`config.mk`:
```
export PLATFORM = sky130hd
export DESIGN_NAME = ihq_slot_ram
export DESIGN_NICKNAME = d
export VERILOG_FILES = /design/src/hdl/ihq_pkg.sv /design/src/hdl/ihq_slot_ram.sv
export SDC_FILE = /design/constraint.sdc
export NUM_CORES = 2
export LEC_CHECK = 0
export BUFFER_PORTS_ARGS = -buffer_cell sky130_fd_sc_hd__buf_4
export CAP_MARGIN = 10
export CORE_MARGIN = 5
export CORE_UTILIZATION = 35
export CTS_CLUSTER_DIAMETER = 30
export CTS_CLUSTER_SIZE = 12
export DETAILED_ROUTE_END_ITERATION = 8
export SYNTH_ARGS = -nofsm -noshare
export SYNTH_HDL_FRONTEND = slang
export SYNTH_SLANG_ARGS = --single-unit
export TNS_END_PERCENT = 30
```
`constraint.sdc`:
```
create_clock -name i_clk -period 9.5 [get_ports i_clk]
set_clock_uncertainty 0.05 [all_clocks]
set_input_delay 1.9 -clock i_clk [delete_from_list [all_inputs] [get_ports i_clk]]
set_output_delay 1.9 -clock i_clk [all_outputs]
set_load 0.03 [all_outputs]
```
`src/hdl/ihq_pkg.sv`:
```
`timescale 1ns / 1ps
package ihq_pkg;

    localparam int CAPACITY = 64;
    localparam int HANDLES  = 256;
    localparam int KEY_W    = 32;
    localparam int HANDLE_W = 8;
    localparam int SLOT_W   = 7;   // holds 0..CAPACITY
    localparam int ADDR_W   = 6;   // slot index into storage
    localparam int FUNC_W   = 2;
    localparam int STAT_W   = 2;

    localparam logic [FUNC_W-1:0] FN_INSERT = 2'd0;
    localparam logic [FUNC_W-1:0] FN_DELETE = 2'd1;
    localparam logic [FUNC_W-1:0] FN_SETKEY = 2'd2;
    localparam logic [FUNC_W-1:0] FN_LOCATE = 2'd3;

    localparam logic [STAT_W-1:0] ST_OK       = 2'd0;
    localparam logic [STAT_W-1:0] ST_FULL     = 2'd1;
    localparam logic [STAT_W-1:0] ST_BAD_SLOT = 2'd2;
    localparam logic [STAT_W-1:0] ST_SAME_KEY = 2'd3;

    typedef struct packed {
        logic                en;
        logic [ADDR_W-1:0]   addr;
        logic [HANDLE_W-1:0] handle;
        logic [KEY_W-1:0]    key;
    } t_slot_wr;

    typedef struct packed {
        logic                en;
        logic [HANDLE_W-1:0] handle;
        logic [SLOT_W-1:0]   pos;
    } t_pos_wr;

endpackage

```
`src/hdl/ihq_slot_ram.sv`:
```
`timescale 1ns / 1ps
module ihq_slot_ram (
    input  logic                     i_clk,
    input  ihq_pkg::t_slot_wr        i_wr,
    input  logic [ihq_pkg::ADDR_W-1:0]   i_rd_addr,
    output logic [ihq_pkg::HANDLE_W-1:0] o_rd_handle,
    output logic [ihq_pkg::KEY_W-1:0]    o_rd_key
);
    import ihq_pkg::*;

    logic [HANDLE_W-1:0] r_handle_mem [CAPACITY];
    logic [KEY_W-1:0]    r_key_mem    [CAPACITY];

    always_ff @(posedge i_clk) begin
        if (i_wr.en) begin
            r_handle_mem[i_wr.addr] <= i_wr.handle;
            r_key_mem[i_wr.addr]    <= i_wr.key;
        end
        o_rd_handle <= r_handle_mem[i_rd_addr];
        o_rd_key    <= r_key_mem[i_rd_addr];
    end

endmodule

```
==> run metrics <==
Total Nets Final=4745; initial antenna violation count=21; fin area=119000 sq um; pwr dens=256 nW/um^2; final hold violation count=0; Post-synth EDFFs=2560; min Tclk post-route=4.60 ns; Root Driver=clkbuf_16; status=finished, final reports clean; clock buffer count from CTS=469; Yosys reg bits=2600; WP data required=10.36 ns; ratio of cells with drive above 1 in the final layout=0.330; hold buffers post-CTS=0; max cap viols=0; Routed WL=267000 um; TNS Setup=0 ns; hold wc startpoint=r_handle_mem[36][3]; total grt overflow=0; CP Max Fanout=55; Starting Density=0.351; Chip Height=538 um; Synth cell types=38; I/O Pins=94; pre-CTS setup slack=3.75 ns; GRT Util Overall=0.180; vias per std cell=5.49; worst flop-to-flop path startpoint=r_key_mem[15][7]; CTS sink cnt=2600; total number of vias=48343; row count=194; startpoint types=input pin; Max IR drop VDD=0.166 mV; Max Clk Rate=217 MHz; Max clock buf depth=4; synthesized net count=4283; Chip Width=538 um; asr flop ratio synth=0; Setup WS post-layout=4.90 ns; global placer's final weighted congestion=0.769; First-pass DRT Iterations=5; Slew headroom=0.149; vias in the first global route=49605; P_leak=37.7 nW; H-tree levels=5; Slew Limit Fails=0; number of port buffers=93; Worst-path clk slew=0.05 ns; largest net degree at the start of global routing=101; Netlist Area Pre-Place=97700 sq um; CP endpoint kind=flip-flop; ys flop type=edfxtp_1; setup violators final=0; WL/cell=30.4 um; first-pass GRT wire length=377000 um; post-placement cell area=104000 sq um; Final Power=30.6 mW; Post-CTS Resized=0; CTS tree=done; min-delay worst type=flip-flop to flip-flop; Seq/Total Area, Yosys=0.795; Slew @ Worst Pin=1.27 ns; postcts setup bufs=0; initial DRC count=5241; Clock Latency Late Sink=0.98 ns; final period utilization=0.485; HPWL after DPL=140000 um; core area=279000 sq um; arrival time worst endpoint=5.47 ns; RSZ-0062 raised after global routing=false; Crit. Startpoint=i_rd_addr[0]; Die ar.=290000 sq um; YS warnings=0; crit path kind=input pin to flip-flop; DRC violations left=0; Final ANT Viol Nets=0; Cells after Synth=4229; synth-to-layout area growth=22.2%; Mapped Avg Cell Area=23.1 sq um
## Yosys cell counts (4+ instances only)
library cell	n	share of area
buf_2	55	0.0028
buf_6	16	0.0018
mux2i_1	76	0.0078
mux4_2	610	0.14
a211oi_1	46	0.0035
buf_4	39	0.0030
o22ai_1	146	0.0093
nor3_1	25	0.0013
buf_1	21	0.00081
o22a_1	25	0.0022
a22oi_1	70	0.0054
dfxtp_1	40	0.0082
a21oi_1	11	0.00056
o211a_1	7	0.00072
and2_1	4	0.00026
or2_2	7	0.00045
and4_1	8	0.00072
o211ai_1	10	0.00077
nand3_1	47	0.0024
nor4_1	26	0.0017
o21ai_0	10	0.00051
nor2_1	99	0.0038
a31oi_1	7	0.00045
nand2_1	37	0.0014
nand4_1	19	0.0012
nor2b_1	47	0.0030
clkbuf_1	110	0.0042
o221ai_1	31	0.0028
nand2b_1	9	0.00058
edfxtp_1	2560	0.79
## cells in the final DEF (no fill, tap or decap), types with 7 or more instances in the layout
cell	instances
clkbuf_1	49
o22ai_1	146
o211ai_1	10
nor4_1	17
buf_4	221
bufinv_16	73
nor4_2	9
mux2i_1	76
clkinv_1	67
nor3_1	25
a21oi_1	11
clkbuf_16	474
buf_12	7
nor2_4	64
dfxtp_1	40
and4_1	8
nor2b_1	43
a211oi_1	46
o221ai_1	31
nor2_1	35
nand2_1	37
nand4_1	19
a31oi_1	7
clkinvlp_4	48
clkinv_4	32
o211a_1	7
or2_2	7
edfxtp_1	2560
o21ai_0	10
nand2b_1	7
o22a_1	25
inv_6	29
a22oi_1	70
clkinv_2	74
nand3_1	46
mux4_2	610
## layer usage
layer | GRT usage | vias to the layer above | wire length (um)
met1 | 0.240 | 26258 | 107000
met5 | 0 | - | 57
met3 | 0.0404 | 513 | 21400
met4 | 0.0665 | 10 | 9670
met2 | 0.290 | 2253 | 130000
li1 | - | 19309 | -
## worst max-delay path, stage by stage
cell and delay (ns):
buf_8 0.51, buf_4 0.55, buf_4 0.67, mux4_2 0.36, o22ai_1 0.10, nor4_1 0.98, o22a_1 0.23
## logic make-up (layout without fill, tap and decap cells)
group	count (synthesis)	in the layout	share of synthesized area
simple gates	336	336	0.0174
other cells	0	2	0
flops	2600	2600	0.795
compound gates	364	364	0.0264
buf+inv	242	1087	0.0128
mux	687	687	0.148
## path summary, 6_finish.rpt
kind | cells after the start | end | slack (ns)
worst max-delay path | 7 | o_rd_key[8] | 4.90
worst max register to register | 4 | o_rd_key[7] | 7.38
worst min-delay path | 4 | o_rd_handle[3] | 0.79
worst min register to register | 4 | o_rd_handle[3] | 0.79
## per-stage QoR
stage / hold WS (ns) / std cells / utilization
6_report: 0.795 / 8800 / 0.428
5_1_grt: 0.825 / 8800 / 0.428
4_1_cts: 0.802 / 8798 / 0.428
3_5_place_dp: 0.786 / 7944 / 0.372
3_3_place_gp: 0.777 / 7938 / 0.371
2_1_floorplan: 0.648 / 4229 / -
## flip-flops by register name, indices dropped and copies added, names as in the netlist
register	count
r_handle_mem	512
o_rd_key	32
r_key_mem	2048
o_rd_handle	8
## layout make-up
class | instances | area, sq um
Clock inverter | 328 | 3780
Timing Repair Buffer | 233 | 1850
Multi-Input combinational cell | 1387 | 19300
Antenna cell | 2 | 5.00
Sequential cell | 2600 | 77700
Fill cell | 23757 | 159000
Tap cell | 3724 | 4660
Clock buffer | 526 | 12100
## power breakdown
part | internal (mW) | switching [mW]
registers | 12.7 | 0.0603
clock network | 11.1 | 5.54
logic | 0.409 | 0.763
total | 24.2 | 6.37
(Power assumes the default switching activity.)
